==> config.mk <==
export PLATFORM = sky130hd
export DESIGN_NAME = compacting_value_table_unit_flat
export DESIGN_NICKNAME = d
export VERILOG_FILES = /design/src/hw/rtl/cvt_pkg.sv /design/src/hw/rtl/cvt_ifs.sv /design/src/hw/rtl/cvt_seq.sv /design/src/hw/rtl/cvt_dpath.sv /design/src/hw/rtl/compacting_value_table_unit.sv /design/src/flat_wrapper.sv
export SDC_FILE = /design/constraint.sdc
export NUM_CORES = 1
export LEC_CHECK = 0
export BUFFER_PORTS_ARGS = -buffer_cell sky130_fd_sc_hd__buf_2
export CORE_UTILIZATION = 40
export CTS_CLUSTER_SIZE = 20
export DETAILED_ROUTE_END_ITERATION = 6
export HOLD_SLACK_MARGIN = 0.03
export PLACE_DENSITY = 0.52
export SLEW_MARGIN = 10
export SYNTH_ARGS = -nofsm -noshare
export SYNTH_HDL_FRONTEND = slang
export SYNTH_SLANG_ARGS = --single-unit
==> constraint.sdc <==
create_clock -name clk -period 12.5 [get_ports clk]
set_input_delay 3.125 -clock clk [delete_from_list [all_inputs] [get_ports clk]]
set_output_delay 3.125 -clock clk [all_outputs]
set_load 0.02 [all_outputs]
==> src/hw/rtl/cvt_pkg.sv <==
`timescale 1ns / 1ps
`default_nettype none
// ----------------------------------------------------------------------------
// cvt_pkg: shared definitions for the compacting value table
// Field widths, request and status codes, control word layout and the
// microcode program that steps the table datapath.
// ----------------------------------------------------------------------------
package cvt_pkg;

    // Defaults for the top-level parameters
    localparam int DEPTH_DEF      = 16;
    localparam int VALUE_BITS_DEF = 32;

    // Fixed field widths
    localparam int VALUE_W = 32;
    localparam int KIND_W  = 2;
    localparam int STAT_W  = 2;
    localparam int CAP_W   = 5;
    localparam int POS_W   = 4;
    localparam int FILL_W  = 5;

    localparam logic [CAP_W-1:0] CAP_RESET = 5'd16;

    // Request kinds
    localparam logic [KIND_W-1:0] KIND_INSERT = 2'd0;
    localparam logic [KIND_W-1:0] KIND_SEARCH = 2'd1;
    localparam logic [KIND_W-1:0] KIND_REMOVE = 2'd2;

    // Result status codes
    typedef enum logic [STAT_W-1:0] {
        ST_DONE  = 2'd0,
        ST_FULL  = 2'd1,
        ST_EMPTY = 2'd2,
        ST_MISS  = 2'd3
    } status_t;

    // Datapath operations, one per control word
    typedef enum logic [3:0] {
        OP_NONE,
        OP_TAKE,
        OP_READ_IDX,
        OP_ADVANCE,
        OP_SET_POS,
        OP_READ_NEXT,
        OP_SHIFT,
        OP_DEC,
        OP_APPEND,
        OP_ST_FULL,
        OP_ST_EMPTY,
        OP_ST_MISS,
        OP_EMIT
    } op_t;

    // Jump conditions
    typedef enum logic [3:0] {
        C_ALWAYS,
        C_NO_REQ,
        C_K_INS,
        C_K_SRCH,
        C_K_NOP,
        C_REM_EMPTY,
        C_IDX_END,
        C_MISS,
        C_SHIFT_END,
        C_FULL,
        C_OUT_BUSY
    } cond_t;

    localparam int STEP_W = 4;
    typedef logic [STEP_W-1:0] step_t;

    // Program addresses
    localparam step_t S_IDLE     = 4'd0;
    localparam step_t S_DISPATCH = 4'd1;
    localparam step_t S_CHK_NOP  = 4'd2;
    localparam step_t S_CHK_REM  = 4'd3;
    localparam step_t S_SCAN_RD  = 4'd4;
    localparam step_t S_SCAN_CMP = 4'd5;
    localparam step_t S_FOUND    = 4'd6;
    localparam step_t S_SH_RD    = 4'd7;
    localparam step_t S_SH_WR    = 4'd8;
    localparam step_t S_SH_DONE  = 4'd9;
    localparam step_t S_INS      = 4'd10;
    localparam step_t S_APPEND   = 4'd11;
    localparam step_t S_FULL     = 4'd12;
    localparam step_t S_EMPTY    = 4'd13;
    localparam step_t S_MISS     = 4'd14;
    localparam step_t S_EMIT     = 4'd15;

    // Control word: operation, jump condition, jump target
    typedef struct packed {
        op_t   op;
        cond_t cond;
        step_t target;
    } uword_t;

    // Sequencer to datapath
    typedef struct packed {
        op_t op;
    } ctrl_t;

    // Datapath to sequencer
    typedef struct packed {
        logic no_req;
        logic k_ins;
        logic k_srch;
        logic k_nop;
        logic rem_empty;
        logic idx_end;
        logic miss;
        logic shift_end;
        logic full;
        logic out_busy;
    } flags_t;

    // Microcode program; a word falls through to the next step when its
    // condition is false.
    function automatic uword_t ucode_rom(input step_t s);
        uword_t uw;
        unique case (s)
            S_IDLE:     uw = '{OP_TAKE,      C_NO_REQ,    S_IDLE};
            S_DISPATCH: uw = '{OP_NONE,      C_K_INS,     S_INS};
            S_CHK_NOP:  uw = '{OP_NONE,      C_K_NOP,     S_EMIT};
            S_CHK_REM:  uw = '{OP_NONE,      C_REM_EMPTY, S_EMPTY};
            S_SCAN_RD:  uw = '{OP_READ_IDX,  C_IDX_END,   S_MISS};
            S_SCAN_CMP: uw = '{OP_ADVANCE,   C_MISS,      S_SCAN_RD};
            S_FOUND:    uw = '{OP_SET_POS,   C_K_SRCH,    S_EMIT};
            S_SH_RD:    uw = '{OP_READ_NEXT, C_SHIFT_END, S_SH_DONE};
            S_SH_WR:    uw = '{OP_SHIFT,     C_ALWAYS,    S_SH_RD};
            S_SH_DONE:  uw = '{OP_DEC,       C_ALWAYS,    S_EMIT};
            S_INS:      uw = '{OP_NONE,      C_FULL,      S_FULL};
            S_APPEND:   uw = '{OP_APPEND,    C_ALWAYS,    S_EMIT};
            S_FULL:     uw = '{OP_ST_FULL,   C_ALWAYS,    S_EMIT};
            S_EMPTY:    uw = '{OP_ST_EMPTY,  C_ALWAYS,    S_EMIT};
            S_MISS:     uw = '{OP_ST_MISS,   C_ALWAYS,    S_EMIT};
            S_EMIT:     uw = '{OP_EMIT,      C_OUT_BUSY,  S_EMIT};
            default:    uw = '{OP_NONE,      C_ALWAYS,    S_IDLE};
        endcase
        return uw;
    endfunction

endpackage
`default_nettype wire

==> src/hw/rtl/cvt_ifs.sv <==
`timescale 1ns / 1ps
`default_nettype none
// ----------------------------------------------------------------------------
// cvt_ifs: channel interfaces of the compacting value table
// Request, response and capacity write channels, each with valid/ready.
// ----------------------------------------------------------------------------
interface cvt_req_if;
    import cvt_pkg::*;
    logic               valid;
    logic               ready;
    logic [KIND_W-1:0]  kind;
    logic [VALUE_W-1:0] value;
    modport source (output valid, output kind, output value, input ready);
    modport sink   (input valid, input kind, input value, output ready);
endinterface

interface cvt_rsp_if;
    import cvt_pkg::*;
    logic              valid;
    logic              ready;
    logic [STAT_W-1:0] status;
    logic [POS_W-1:0]  position;
    logic [FILL_W-1:0] fill_count;
    logic              is_empty;
    logic              is_full;
    modport source (output valid, output status, output position, output fill_count,
                    output is_empty, output is_full, input ready);
    modport sink   (input valid, input status, input position, input fill_count,
                    input is_empty, input is_full, output ready);
endinterface

interface cvt_cfg_if;
    import cvt_pkg::*;
    logic             valid;
    logic             ready;
    logic [CAP_W-1:0] capacity;
    modport source (output valid, output capacity, input ready);
    modport sink   (input valid, input capacity, output ready);
endinterface
`default_nettype wire

==> src/hw/rtl/cvt_seq.sv <==
`timescale 1ns / 1ps
`default_nettype none
// ----------------------------------------------------------------------------
// cvt_seq: microcode sequencer
// Step counter over the program ROM; each word drives one datapath operation
// and optionally jumps on a datapath flag.
// ----------------------------------------------------------------------------
module cvt_seq (
    input  wire logic            clk,
    input  wire logic            rst_n,
    input  wire cvt_pkg::flags_t flags,
    output cvt_pkg::ctrl_t       ctrl
);
    import cvt_pkg::*;

    step_t  pc_reg;
    step_t  pc_next;
    uword_t uw;
    logic   taken;

    // Fetch the current control word
    assign uw      = ucode_rom(pc_reg);
    assign ctrl.op = uw.op;

    // Evaluate the jump condition
    always_comb
    begin
        unique case (uw.cond)
            C_ALWAYS:    taken = 1'b1;
            C_NO_REQ:    taken = flags.no_req;
            C_K_INS:     taken = flags.k_ins;
            C_K_SRCH:    taken = flags.k_srch;
            C_K_NOP:     taken = flags.k_nop;
            C_REM_EMPTY: taken = flags.rem_empty;
            C_IDX_END:   taken = flags.idx_end;
            C_MISS:      taken = flags.miss;
            C_SHIFT_END: taken = flags.shift_end;
            C_FULL:      taken = flags.full;
            C_OUT_BUSY:  taken = flags.out_busy;
            default:     taken = 1'b0;
        endcase
    end

    // Jump or advance; the last step wraps to idle
    assign pc_next = taken ? uw.target : pc_reg + STEP_W'(1);

    always_ff @(posedge clk or negedge rst_n)
    begin
        if (!rst_n)
        begin
            pc_reg <= S_IDLE;
        end
        else
        begin
            pc_reg <= pc_next;
        end
    end

endmodule
`default_nettype wire

==> src/hw/rtl/cvt_dpath.sv <==
`timescale 1ns / 1ps
`default_nettype none
// ----------------------------------------------------------------------------
// cvt_dpath: table datapath
// Entry memory with one write and one registered read port, fill count,
// scan index, capacity register and the response output register.
// ----------------------------------------------------------------------------
module cvt_dpath #(
    parameter int DEPTH      = cvt_pkg::DEPTH_DEF,
    parameter int VALUE_BITS = cvt_pkg::VALUE_BITS_DEF
) (
    input  wire logic           clk,
    input  wire logic           rst_n,
    input  wire cvt_pkg::ctrl_t ctrl,
    output cvt_pkg::flags_t     flags,
    cvt_req_if.sink             req,
    cvt_rsp_if.source           rsp,
    cvt_cfg_if.sink             cfg
);
    import cvt_pkg::*;

    localparam int AW    = (DEPTH > 1) ? $clog2(DEPTH) : 1;
    localparam int CW    = $clog2(DEPTH + 1);
    localparam int CMP_W = (CW > CAP_W) ? CW : CAP_W;

    // Entry storage
    logic [VALUE_BITS-1:0] mem [DEPTH];
    logic [VALUE_BITS-1:0] rdata_reg;
    logic                  mem_we;
    logic [AW-1:0]         mem_waddr;
    logic [VALUE_BITS-1:0] mem_wdata;
    logic [AW-1:0]         mem_raddr;

    // Working registers
    logic [KIND_W-1:0]     kind_reg,   kind_next;
    logic [VALUE_BITS-1:0] val_reg,    val_next;
    logic [CW-1:0]         idx_reg,    idx_next;
    logic [CW-1:0]         count_reg,  count_next;
    logic [CAP_W-1:0]      cap_reg,    cap_next;
    status_t               status_reg, status_next;
    logic [POS_W-1:0]      pos_reg,    pos_next;

    // Response output register
    logic                  rsp_valid_reg, rsp_valid_next;
    logic [STAT_W-1:0]     rsp_status_reg, rsp_status_next;
    logic [POS_W-1:0]      rsp_pos_reg, rsp_pos_next;
    logic [FILL_W-1:0]     rsp_fill_reg, rsp_fill_next;
    logic                  rsp_empty_reg, rsp_empty_next;
    logic                  rsp_full_reg, rsp_full_next;

    logic                  accept;
    logic                  hit;
    logic [CW-1:0]         idx_inc;
    logic [CMP_W-1:0]      cap_wide;
    logic [CMP_W-1:0]      cap_eff;
    logic                  full;
    logic                  empty;
    logic                  out_busy;
    logic                  k_ins;
    logic                  k_srch;
    logic                  k_rem;

    // Handshakes
    assign req.ready = (ctrl.op == OP_TAKE);
    assign accept    = req.valid && (ctrl.op == OP_TAKE);
    assign cfg.ready = 1'b1;

    // Compare and index arithmetic
    assign hit     = (rdata_reg == val_reg);
    assign idx_inc = idx_reg + CW'(1);

    // Saturate capacity into 1..DEPTH
    assign cap_wide = CMP_W'(cap_reg);
    assign cap_eff  = (cap_wide == '0) ? CMP_W'(1) :
                      (cap_wide > CMP_W'(DEPTH)) ? CMP_W'(DEPTH) : cap_wide;
    assign full     = (CMP_W'(count_reg) >= cap_eff);
    assign empty    = (count_reg == '0);
    assign out_busy = rsp_valid_reg && !rsp.ready;

    // Decode the held request
    assign k_ins  = (kind_reg == KIND_INSERT);
    assign k_srch = (kind_reg == KIND_SEARCH);
    assign k_rem  = (kind_reg == KIND_REMOVE);

    // Flags for the sequencer
    assign flags.no_req    = !req.valid;
    assign flags.k_ins     = k_ins;
    assign flags.k_srch    = k_srch;
    assign flags.k_nop     = !(k_ins || k_srch || k_rem);
    assign flags.rem_empty = k_rem && empty;
    assign flags.idx_end   = (idx_reg == count_reg);
    assign flags.miss      = !hit;
    assign flags.shift_end = (idx_inc == count_reg);
    assign flags.full      = full;
    assign flags.out_busy  = out_busy;

    // Memory port control
    always_comb
    begin
        mem_we    = 1'b0;
        mem_waddr = idx_reg[AW-1:0];
        mem_wdata = rdata_reg;
        mem_raddr = idx_reg[AW-1:0];
        unique case (ctrl.op)
            OP_APPEND:
            begin
                mem_we    = 1'b1;
                mem_waddr = count_reg[AW-1:0];
                mem_wdata = val_reg;
            end
            OP_SHIFT:
            begin
                mem_we = 1'b1;
            end
            OP_READ_NEXT:
            begin
                mem_raddr = idx_inc[AW-1:0];
            end
            default:
            begin
            end
        endcase
    end

    // Working register updates
    always_comb
    begin
        kind_next   = kind_reg;
        val_next    = val_reg;
        idx_next    = idx_reg;
        count_next  = count_reg;
        status_next = status_reg;
        pos_next    = pos_reg;
        cap_next    = cap_reg;

        unique case (ctrl.op)
            OP_TAKE:
            begin
                if (accept)
                begin
                    kind_next   = req.kind;
                    val_next    = VALUE_BITS'(req.value);
                    idx_next    = '0;
                    status_next = ST_DONE;
                    pos_next    = '0;
                end
            end
            OP_ADVANCE:
            begin
                if (!hit)
                begin
                    idx_next = idx_inc;
                end
            end
            OP_SET_POS:   pos_next    = POS_W'(idx_reg);
            OP_SHIFT:     idx_next    = idx_inc;
            OP_DEC:       count_next  = count_reg - CW'(1);
            OP_APPEND:    count_next  = count_reg + CW'(1);
            OP_ST_FULL:   status_next = ST_FULL;
            OP_ST_EMPTY:  status_next = ST_EMPTY;
            OP_ST_MISS:   status_next = ST_MISS;
            default:
            begin
            end
        endcase

        // Capacity writes must come only while idle; the block does not enforce this
        if (cfg.valid)
        begin
            cap_next = cfg.capacity;
        end
    end

    // Load the output register on emit, drop valid once taken
    always_comb
    begin
        rsp_valid_next  = rsp_valid_reg;
        rsp_status_next = rsp_status_reg;
        rsp_pos_next    = rsp_pos_reg;
        rsp_fill_next   = rsp_fill_reg;
        rsp_empty_next  = rsp_empty_reg;
        rsp_full_next   = rsp_full_reg;
        if ((ctrl.op == OP_EMIT) && !out_busy)
        begin
            rsp_valid_next  = 1'b1;
            rsp_status_next = status_reg;
            rsp_pos_next    = pos_reg;
            rsp_fill_next   = FILL_W'(count_reg);
            rsp_empty_next  = empty;
            rsp_full_next   = full;
        end
        else if (rsp.ready)
        begin
            rsp_valid_next = 1'b0;
        end
    end

    assign rsp.valid      = rsp_valid_reg;
    assign rsp.status     = rsp_status_reg;
    assign rsp.position   = rsp_pos_reg;
    assign rsp.fill_count = rsp_fill_reg;
    assign rsp.is_empty   = rsp_empty_reg;
    assign rsp.is_full    = rsp_full_reg;

    // Entry memory with registered read
    always_ff @(posedge clk)
    begin
        if (mem_we)
        begin
            mem[mem_waddr] <= mem_wdata;
        end
        rdata_reg <= mem[mem_raddr];
    end

    // Control state
    always_ff @(posedge clk or negedge rst_n)
    begin
        if (!rst_n)
        begin
            count_reg     <= '0;
            cap_reg       <= CAP_RESET;
            rsp_valid_reg <= 1'b0;
        end
        else
        begin
            count_reg     <= count_next;
            cap_reg       <= cap_next;
            rsp_valid_reg <= rsp_valid_next;
        end
    end

    // Payload registers
    always_ff @(posedge clk)
    begin
        kind_reg       <= kind_next;
        val_reg        <= val_next;
        idx_reg        <= idx_next;
        status_reg     <= status_next;
        pos_reg        <= pos_next;
        rsp_status_reg <= rsp_status_next;
        rsp_pos_reg    <= rsp_pos_next;
        rsp_fill_reg   <= rsp_fill_next;
        rsp_empty_reg  <= rsp_empty_next;
        rsp_full_reg   <= rsp_full_next;
    end

endmodule
`default_nettype wire

==> src/hw/rtl/compacting_value_table_unit.sv <==
`timescale 1ns / 1ps
`default_nettype none
// ----------------------------------------------------------------------------
// compacting_value_table_unit: packed value table with insert/search/remove
// Microcoded sequencer driving a datapath around an entry memory with one write and one registered read port.
//
//   channel | dir | beat contents
//   --------+-----+---------------------------------------------------------
//   req     | in  | kind, value
//   rsp     | out | status, position, fill_count, is_empty, is_full
//   cfg     | in  | capacity (always ready)
//
// Each entry compared costs a read and a compare step, and each entry moved a
// read and a shift step, since the entry memory read is registered. One
// request is in work at a time; the result register lets the next beat be
// accepted while the previous result waits. A stalled rsp holds the program at
// its emit step. Reset clears the fill count and sets capacity to 16; entry
// contents are not cleared.
// ----------------------------------------------------------------------------
module compacting_value_table_unit #(
    parameter int DEPTH      = cvt_pkg::DEPTH_DEF,
    parameter int VALUE_BITS = cvt_pkg::VALUE_BITS_DEF
) (
    input  wire logic   clk,
    input  wire logic   rst_n,
    cvt_req_if.sink     req,
    cvt_rsp_if.source   rsp,
    cvt_cfg_if.sink     cfg
);
    import cvt_pkg::*;

    ctrl_t  ctrl;
    flags_t flags;

    // Program sequencer
    cvt_seq u_seq (
        .clk   (clk),
        .rst_n (rst_n),
        .flags (flags),
        .ctrl  (ctrl)
    );

    // Table datapath
    cvt_dpath #(
        .DEPTH      (DEPTH),
        .VALUE_BITS (VALUE_BITS)
    ) u_dpath (
        .clk   (clk),
        .rst_n (rst_n),
        .ctrl  (ctrl),
        .flags (flags),
        .req   (req),
        .rsp   (rsp),
        .cfg   (cfg)
    );

endmodule
`default_nettype wire

==> src/flat_wrapper.sv <==
// flat-port wrapper written by rule: the top's interface ports become plain ports
module compacting_value_table_unit_flat import cvt_pkg::*;
#(
    parameter int DEPTH      = cvt_pkg::DEPTH_DEF,
    parameter int VALUE_BITS = cvt_pkg::VALUE_BITS_DEF
)
  (clk, rst_n, req_valid, req_kind, req_value, req_ready, rsp_valid, rsp_status, rsp_position, rsp_fill_count, rsp_is_empty, rsp_is_full, rsp_ready, cfg_valid, cfg_capacity, cfg_ready);
  cvt_req_if req_i ();
  cvt_rsp_if rsp_i ();
  cvt_cfg_if cfg_i ();
  input  wire logic clk;
  input  wire logic rst_n;
  input wire logic [$bits(req_i.valid)-1:0] req_valid;
  input wire logic [$bits(req_i.kind)-1:0] req_kind;
  input wire logic [$bits(req_i.value)-1:0] req_value;
  output wire logic [$bits(req_i.ready)-1:0] req_ready;
  output wire logic [$bits(rsp_i.valid)-1:0] rsp_valid;
  output wire logic [$bits(rsp_i.status)-1:0] rsp_status;
  output wire logic [$bits(rsp_i.position)-1:0] rsp_position;
  output wire logic [$bits(rsp_i.fill_count)-1:0] rsp_fill_count;
  output wire logic [$bits(rsp_i.is_empty)-1:0] rsp_is_empty;
  output wire logic [$bits(rsp_i.is_full)-1:0] rsp_is_full;
  input wire logic [$bits(rsp_i.ready)-1:0] rsp_ready;
  input wire logic [$bits(cfg_i.valid)-1:0] cfg_valid;
  input wire logic [$bits(cfg_i.capacity)-1:0] cfg_capacity;
  output wire logic [$bits(cfg_i.ready)-1:0] cfg_ready;
  assign req_i.valid = req_valid;
  assign req_i.kind = req_kind;
  assign req_i.value = req_value;
  assign req_ready = req_i.ready;
  assign rsp_valid = rsp_i.valid;
  assign rsp_status = rsp_i.status;
  assign rsp_position = rsp_i.position;
  assign rsp_fill_count = rsp_i.fill_count;
  assign rsp_is_empty = rsp_i.is_empty;
  assign rsp_is_full = rsp_i.is_full;
  assign rsp_i.ready = rsp_ready;
  assign cfg_i.valid = cfg_valid;
  assign cfg_i.capacity = cfg_capacity;
  assign cfg_ready = cfg_i.ready;
  compacting_value_table_unit #(.DEPTH(DEPTH), .VALUE_BITS(VALUE_BITS)) u_core (.clk(clk), .rst_n(rst_n), .req(req_i), .rsp(rsp_i), .cfg(cfg_i));
endmodule
==> metrics.csv, run 1 <==
stage;metric;value;unit
outcome;status;completed;
min_path;worst hold path class;reg2reg;
floorplanning;core area;0.0662;sq mm
global_routing;global-route wire length before repair;106000;microns
synthesis;register area share after synthesis;67.3;%
power;PD cells;268;mW/mm^2
synthesis;Avg Inst Size Synth;14.8;sq um
worst_setup_path;Worst EP required;9380;ps
worst_setup_path;CP Buf/Inv Count;2;
worst_setup_path;largest incremental delay on the critical path;570;ps
min_path;Min-Delay Startpoint;u_core.u_dpath.status_reg[1]$_DFFE_PP_;
worst_setup_path;FF-to-FF setup slack;7420;ps
worst_setup_path;worst r2r dst;u_core.u_dpath.mem[15][25]$_DFFE_PP_;
final_layout;Layout area overhead;12.8;%
sta;unrepaired setup endpoints after global routing;false;
synthesis;Main synth FF type;edfxtp_1;
clock_tree;Worst-Skew Late Latency;610;ps
clock_tree;CTS tree;done;
synthesis;post-synth top area share;63.5;%
power;Seq pwr share;39.9;%
worst_setup_path;crit path cell chain;inv_1 > ha_1 > or2_1 > mux4_2 > o21ai_0 > nor2_1 > buf_2;
synthesis;post-synth cell types;72;
sta;clock skew;20.4;ps
final_layout;commonest non-fill, non-tap cell in the layout;edfxtp_1;
worst_setup_path;FF-to-FF path depth;12;
floorplanning;cell row count;94;
sta;Max Clk Rate;0.167;GHz
synthesis;Cells after Synth;1818;
worst_setup_path;Worst EP arrival;2850;ps
power;Sw Pwr;3.02;mW
place;RD Place Congestion;0.790;
routing;initial drt markers;1639;
min_path;Hold EP;u_core.u_dpath.rsp.status[1]$_DFFE_PP_;
floorplanning;Initial Util;40.7;%
clock_tree;H-tree lvl count;3;
routing;DRT Wirelength;73500;microns
final_layout;max reg flops;512;
final_layout;area of the multi-input gates;0.00842;sq mm
power;Int Pwr;5.15;mW
routing;Detail Route Antenna Nets;0;
synthesis;area leader, netlist;edfxtp_1;
worst_setup_path;critical path endpoint category;output pin;
synthesis;Warnings, synthesis;0;
final_layout;Final #Nets;1938;
sta;Tcrit/Tclk final;47.8;%
sta;crit path time final;5970;ps
clock_tree;CTS resizes;0;
global_routing;Overflow after GRT;0;
synthesis;Synth area leaders;edfxtp_1 (64%), mux2i_1 (8.1%), nand2_1 (3.4%), mux4_2 (3.4%), dfxtp_1 (2.4%);
sta;Hold Fails Final Rpt;0;
place;hpwl dp;40400;microns
sta;setup-violating endpoint count in the final report;0;
clock_tree;clk root buf;clkbuf_16;
synthesis;synthesized area;0.0270;sq mm
floorplanning;I/O pin cnt;60;
floorplanning;Horiz. Die Dim;262;microns
synthesis;FF+latch count, synth;617;
global_routing;pin count of the biggest net entering global routing;185;
worst_setup_path;critical path type;reg2out;
worst_setup_path;WP depth;7;
routing;vias per std cell;5.82;
worst_setup_path;Largest delay share family, worst path;flip-flops;
worst_setup_path;CP max-delay cell;dfrtp_1;
sta;worst rel slew slack;18.2;%
synthesis;ys async rst share;2.43;%
routing;Vias;16200;
sta;worst slew pin tran;1230;ps
global_routing;number of antenna violations at the first check in global routing;1;
sta;post-route setup TNS;0;ps
clock_tree;CTS Hold Bufs;0;
clock_tree;clock slew at reported path FFs;60;ps
power;Clock Power Share;23.6;%
power;Pwr Total;8.16;mW
routing;TritonRoute pass-1 iters;5;
worst_setup_path;R2R Path Start;u_core.u_seq.pc_reg[0]$_DFF_PN0_;
job;max-cap violation count;0;
global_routing;vias in the first global route;15900;
floorplanning;die footprint;0.0684;sq mm
place;PortBufs;58;
final_layout;FF+latch area;0.0181;sq mm
worst_setup_path;worst-path fanout max;12;
clock_tree;post-CTS setup buffers;0;
power;Logic pwr share;36.5;%
final_layout;ant diodes;0;
clock_tree;Sink Count;617;
worst_setup_path;Startpoint Class;flip-flop;
min_path;worst hold path cell count;0;
clock_tree;Clock Path Buffers;3;
final_layout;Layout fillers;5828;
sta;pins over their slew limit;0;
final_layout;most frequent cells in the layout;edfxtp_1 (570), nand2_1 (245), mux2i_1 (215);
clock_tree;cts bufs inserted;69;
synthesis;Net Count, Synth;1884;
floorplanning;die height;262;microns
final_layout;share of cells above drive strength 1;16.4;%
global_routing;Total GRT Usage;21.6;%
routing;# DRC;0;
synthesis;Post-synth EDFFs;570;
power;worst vdd ir;130;uV
routing;Avg WL per Cell;26.3;microns
power;Leak Pwr;10.5;nW
power;Switching Fraction;37.0;%
-- per-layer routing --
layer	share of wire, %	wire (microns)	up-vias	track usage [%]
met5	0.019	14	-	0
met4	3.0	2210	2	7.20
met3	6.8	5030	130	4.56
met2	46	33500	589	33.5
met1	45	32700	8290	30.2
li1	-	-	7228	-
-- cells in the mapped netlist, types with 6 or more instances --
cell type    n
a211oi_1    25
a21oi_1     58
a31oi_1     28
a32o_1      48
a32oi_1     12
buf_2       18
buf_4       10
buf_6       10
clkbuf_1    72
dfrtp_1     14
dfxtp_1     32
edfxtp_1   570
ha_1        21
inv_1       18
mux2_2      32
mux2_4       6
mux2i_1    217
mux4_2      41
nand2_1    247
nand3_1      9
nand4_1      9
nor2_1      45
nor3_1      32
o21ai_0     60
o221ai_1    25
o22ai_1     28
xnor2_1     42
-- how the worst max path moves through the flow --
stage	startpoint	end	slack (ps)
after floorplan	u_core.u_seq.pc_reg[0]$_DFF_PN0_	req_ready	7490
after global placement	u_core.u_seq.pc_reg[0]$_DFF_PN0_	req_ready	7150
after detailed placement	u_core.u_seq.pc_reg[0]$_DFF_PN0_	req_ready	7150
after CTS	u_core.u_seq.pc_reg[0]$_DFF_PN0_	req_ready	6510
after global routing	u_core.u_seq.pc_reg[0]$_DFF_PN0_	req_ready	6340
final	u_core.u_seq.pc_reg[0]$_DFF_PN0_	req_ready	6530
-- through the flow --
step	cell area, sq um	hold WS (ps)	setup WS [ps]	instances	utilization [%]
finish	30400	418	6530	2790	45.9
global route	30400	424	6340	2790	45.9
CTS	30400	420	6510	2790	45.9
detailed placement	28300	412	7150	2665	42.7
global placement	28300	403	7150	2665	42.7
floorplan	27000	400	7490	1818	-
-- cell families (layout without fill, tap and decap cells) --
family          Yosys count  in the layout  share of synthesized area, %
simple gates            378            378                          6.00
other cells               1              1                        0.0139
fa+ha+maj                22             22                          1.05
buf+inv                 132            240                          2.34
mux                     296            296                          13.2
compound gates          323            323                          8.52
xor+xnor                 49             49                          1.65
flops                   617            617                          67.3
-- cell type report --
cell class                 count  share of cell area, %
clock buffer                  99                   6.32
clock inverter                26                  0.658
inverter                      19                  0.235
multi-input combinational   1069                   27.7
sequential                   617                   59.6
tap                          864                   3.55
timing repair buffer          96                   1.93
-- power by group through the flow --
| stage | Combinational [mW] | Sequential [mW] | Clock (mW) |
|---|---|---|---|
| after floorplan | 1.98 | 3.24 | 0 |
| after global placement | 2.92 | 3.29 | 0 |
| after detailed placement | 2.97 | 3.30 | 0 |
| after CTS | 2.98 | 3.26 | 1.97 |
| after global routing | 3.21 | 3.29 | 2.04 |
| final | 2.98 | 3.26 | 1.92 |
Power figures use the tool's default switching activity.
==> run 2: changes to the inputs <==
ABC_AREA = 1   (was not set)
PLACE_DENSITY = 0.54   (was 0.52)
clock period = 5.08 ns   (was 12.5 ns; I/O delays follow)
==> metrics.csv, run 2 <==
stage;metric;value;unit;change
synthesis;Net Count, Synth;2805;;was 1884
worst_setup_path;critical path type;reg2reg;;was reg2out
global_routing;pin count of the biggest net entering global routing;129;;was 185
global_routing;Overflow after GRT;0;;unchanged
final_layout;Layout area overhead;13.7;%;was 12.8%
power;Leak Pwr;13.6;nW;was 10.5 nW
sta;worst rel slew slack;15.8;%;was 18.2%
power;PD cells;718;mW/mm^2;was 268 mW/mm^2
clock_tree;post-CTS setup buffers;0;;unchanged
synthesis;Main synth FF type;edfxtp_1;;unchanged
clock_tree;clk root buf;clkbuf_16;;unchanged
power;worst vdd ir;778;uV;was 130 uV
synthesis;Post-synth EDFFs;570;;unchanged
clock_tree;cts bufs inserted;70;;was 69
synthesis;count leader, synth;nand2_1;;was edfxtp_1
floorplanning;Initial Util;40.8;%;was 40.7%
final_layout;Final #Nets;2859;;was 1938
synthesis;Synth area leaders;edfxtp_1 (62%), nand2_1 (9.8%), nand3_1 (9.3%), inv_1 (7.8%), dfxtp_1 (2.3%);;was edfxtp_1 (64%), mux2i_1 (8.1%), nand2_1 (3.4%), mux4_2 (3.4%), dfxtp_1 (2.4%)
final_layout;commonest non-fill, non-tap cell in the layout;nand2_1;;was edfxtp_1
routing;# DRC;0;;unchanged
global_routing;vias in the first global route;17900;;was 15900
final_layout;ant diodes;0;;unchanged
clock_tree;clock slew at reported path FFs;60;ps;about the same
place;DP Area;0.0290;sq mm;was 0.0283 sq mm
routing;initial drt markers;1412;;was 1639
sta;worst slew pin tran;1260;ps;was 1230 ps
sta;setup ws final;985;ps;was 6530 ps
synthesis;Avg Inst Size Synth;10.1;sq um;was 14.8 sq um
job;max-cap violation count;0;;unchanged
clock_tree;H-tree lvl count;3;;unchanged
floorplanning;cell row count;95;;was 94
min_path;worst hold path class;reg2reg;;unchanged
floorplanning;die footprint;0.0700;sq mm;was 0.0684 sq mm
clock_tree;CTS tree;done;;unchanged
synthesis;ys async rst share;2.43;%;unchanged
floorplanning;die height;265;microns;was 262 microns
place;Placement Setup Slack;1030;ps;was 7150 ps
worst_setup_path;Worst EP required;5390;ps;was 9380 ps
routing;Vias;18200;;was 16200
synthesis;Warnings, synthesis;0;;unchanged
final_layout;FF+latch area;0.0181;sq mm;unchanged
worst_setup_path;Startpoint Class;flip-flop;;unchanged
worst_setup_path;FF-to-FF setup slack;980;ps;was 7420 ps
sta;crit path time final;4100;ps;
sta;Hold Fails Final Rpt;0;;unchanged
synthesis;register area share after synthesis;65.8;%;was 67.3%
worst_setup_path;crit path cell chain;inv_1 > ha_1 > nand2_1 > nand3_1 > nand2_2 > inv_1 > nor2_1 > nand2_2 > o21ai_0 > nand3_1 > nor2_4 > buf_12;;was inv_1 > ha_1 > or2_1 > mux4_2 > o21ai_0 > nor2_1 > buf_2
synthesis;post-synth top area share;62.1;%;was 63.5%
sta;Max Clk Rate;0.244;GHz;
sta;setup-violating endpoint count in the final report;0;;unchanged
final_layout;most frequent cells in the layout;nand2_1 (722), edfxtp_1 (570), inv_1 (568);;was edfxtp_1 (570), nand2_1 (245), mux2i_1 (215)
sta;unrepaired setup endpoints after global routing;false;;unchanged
synthesis;synthesized area;0.0276;sq mm;was 0.0270 sq mm
routing;Avg WL per Cell;18.6;microns;was 26.3 microns
sta;clock skew;17.9;ps;was 20.4 ps
sta;pins over their slew limit;0;;unchanged
clock_tree;CTS Hold Bufs;0;;unchanged
routing;TritonRoute pass-1 iters;5;;unchanged
worst_setup_path;Worst EP arrival;4410;ps;was 2850 ps
worst_setup_path;largest incremental delay on the critical path;680;ps;was 570 ps
sta;worst hold margin;409;ps;was 418 ps
final_layout;share of cells above drive strength 1;8.92;%;was 16.4%
global_routing;Total GRT Usage;20.1;%;was 21.6%
routing;Detail Route Antenna Nets;0;;unchanged
synthesis;area leader, netlist;edfxtp_1;;unchanged
floorplanning;core area;0.0676;sq mm;was 0.0662 sq mm
synthesis;Cells after Synth;2739;;was 1818
clock_tree;Worst-Skew Late Latency;610;ps;about the same
clock_tree;Sink Count;617;;unchanged
outcome;status;completed;;unchanged
clock_tree;CTS resizes;0;;unchanged
global_routing;global-route wire length before repair;107000;microns;was 106000 microns
synthesis;FF+latch count, synth;617;;unchanged
sta;Tcrit/Tclk final;80.6;%;
worst_setup_path;CP max-delay cell;nor2_4;;was dfrtp_1
final_layout;area of the multi-input gates;0.00679;sq mm;was 0.00842 sq mm
final_layout;max reg flops;512;;unchanged
place;hpwl dp;39500;microns;was 40400 microns
place;RD Place Congestion;0.819;;was 0.790
final_layout;Final Cell Area;0.0314;sq mm;was 0.0304 sq mm
sta;post-route setup TNS;0;ps;unchanged
final_layout;Layout fillers;6199;;was 5828
floorplanning;Horiz. Die Dim;265;microns;was 262 microns
global_routing;number of antenna violations at the first check in global routing;0;;was 1
synthesis;post-synth cell types;41;;was 72
synthesis;commonest cells in the netlist;nand2_1 (723), edfxtp_1 (570), inv_1 (570), nand3_1 (511), buf_2 (66);;was edfxtp_1 (570), nand2_1 (247), mux2i_1 (217), clkbuf_1 (72), o21ai_0 (60)
worst_setup_path;critical path endpoint category;flip-flop;;was output pin
routing;DRT Wirelength;69200;microns;was 73500 microns
floorplanning;I/O pin cnt;60;;unchanged
worst_setup_path;worst-path fanout max;18;;was 12
routing;vias per std cell;4.89;;was 5.82
clock_tree;Clock Path Buffers;3;;unchanged
place;PortBufs;58;;unchanged
==> run 2: worst paths after layout <==
| kind | from | end | cells after the start |
|---|---|---|---|
| worst max-delay path | u_core.u_seq.pc_reg[1]$_DFF_PN0_ | u_core.u_dpath.mem[1][24]$_DFFE_PP_ | 12 |
| worst min-delay path | u_core.u_dpath.status_reg[1]$_DFFE_PP_ | u_core.u_dpath.rsp.status[1]$_DFFE_PP_ | 0 |
| worst max register to register | u_core.u_seq.pc_reg[1]$_DFF_PN0_ | u_core.u_dpath.mem[1][24]$_DFFE_PP_ | 12 |
| worst min register to register | u_core.u_dpath.status_reg[1]$_DFFE_PP_ | u_core.u_dpath.rsp.status[1]$_DFFE_PP_ | 0 |
| max in group asynchronous | rst_n | u_core.u_dpath.cap_reg[4]$_DFFE_PN1P_ | 1 |
| min in group asynchronous | rst_n | u_core.u_dpath.cap_reg[2]$_DFFE_PN0P_ | 1 |
==> run 2: layer usage <==
metal  vias up  wire (microns)  track usage, %
li1       8908               -               -
met2       474           32600            32.7
met5         -               0               0
met4         0            2060            7.01
met3       125            3750            3.65
met1      8709           30800            27.1
==> run 2: stage by stage <==
step,power [mW],util (%),std cells
after global routing,24.0,46.4,3722
final,22.5,46.4,3722
after floorplan,14.3,-,2739
after global placement,17.3,42.8,3594
after CTS,22.7,46.3,3722
after detailed placement,17.5,42.8,3594
==> run 2: report_power, final <==
group | leakage (nW) | internal [mW] | switching [mW]
registers | 5.60 | 7.42 | 0.351
logic | 6.86 | 2.50 | 7.08
clock network | 1.15 | 3.14 | 2.03
total | 13.6 | 13.1 | 9.46
==> run 2: area by class of cell <==
| cell class | count | share of cell area, % |
|---|---|---|
| sequential | 617 | 57.8 |
| multi-input combinational | 1430 | 21.7 |
| inverter | 576 | 6.91 |
| clock buffer | 99 | 6.47 |
| tap | 873 | 3.48 |
| timing repair buffer | 98 | 2.56 |
| clock inverter | 29 | 1.08 |
==> run 2: kinds of logic (layout without fill, tap and decap cells) <==
family,Yosys count,count (layout),synth area share [%]
muxes,3,3,0.123
buffers and inverters,692,802,10.2
and+or+nand+nor,1330,1330,21.0
AOI/OAI and AO/OA,43,43,0.858
DFF,617,617,65.8
other,1,1,0.0136
xor gates and xnor gates,31,31,0.985
adders and majority gates,22,22,1.03
==> run 2: critical path, delay by kind of cell, from the launching register on <==
kind	cells	cell delay, ps
flops	1	460
compound gates	1	470
simple gates	7	1920
buf+inv	3	610
fa+ha+maj	1	320
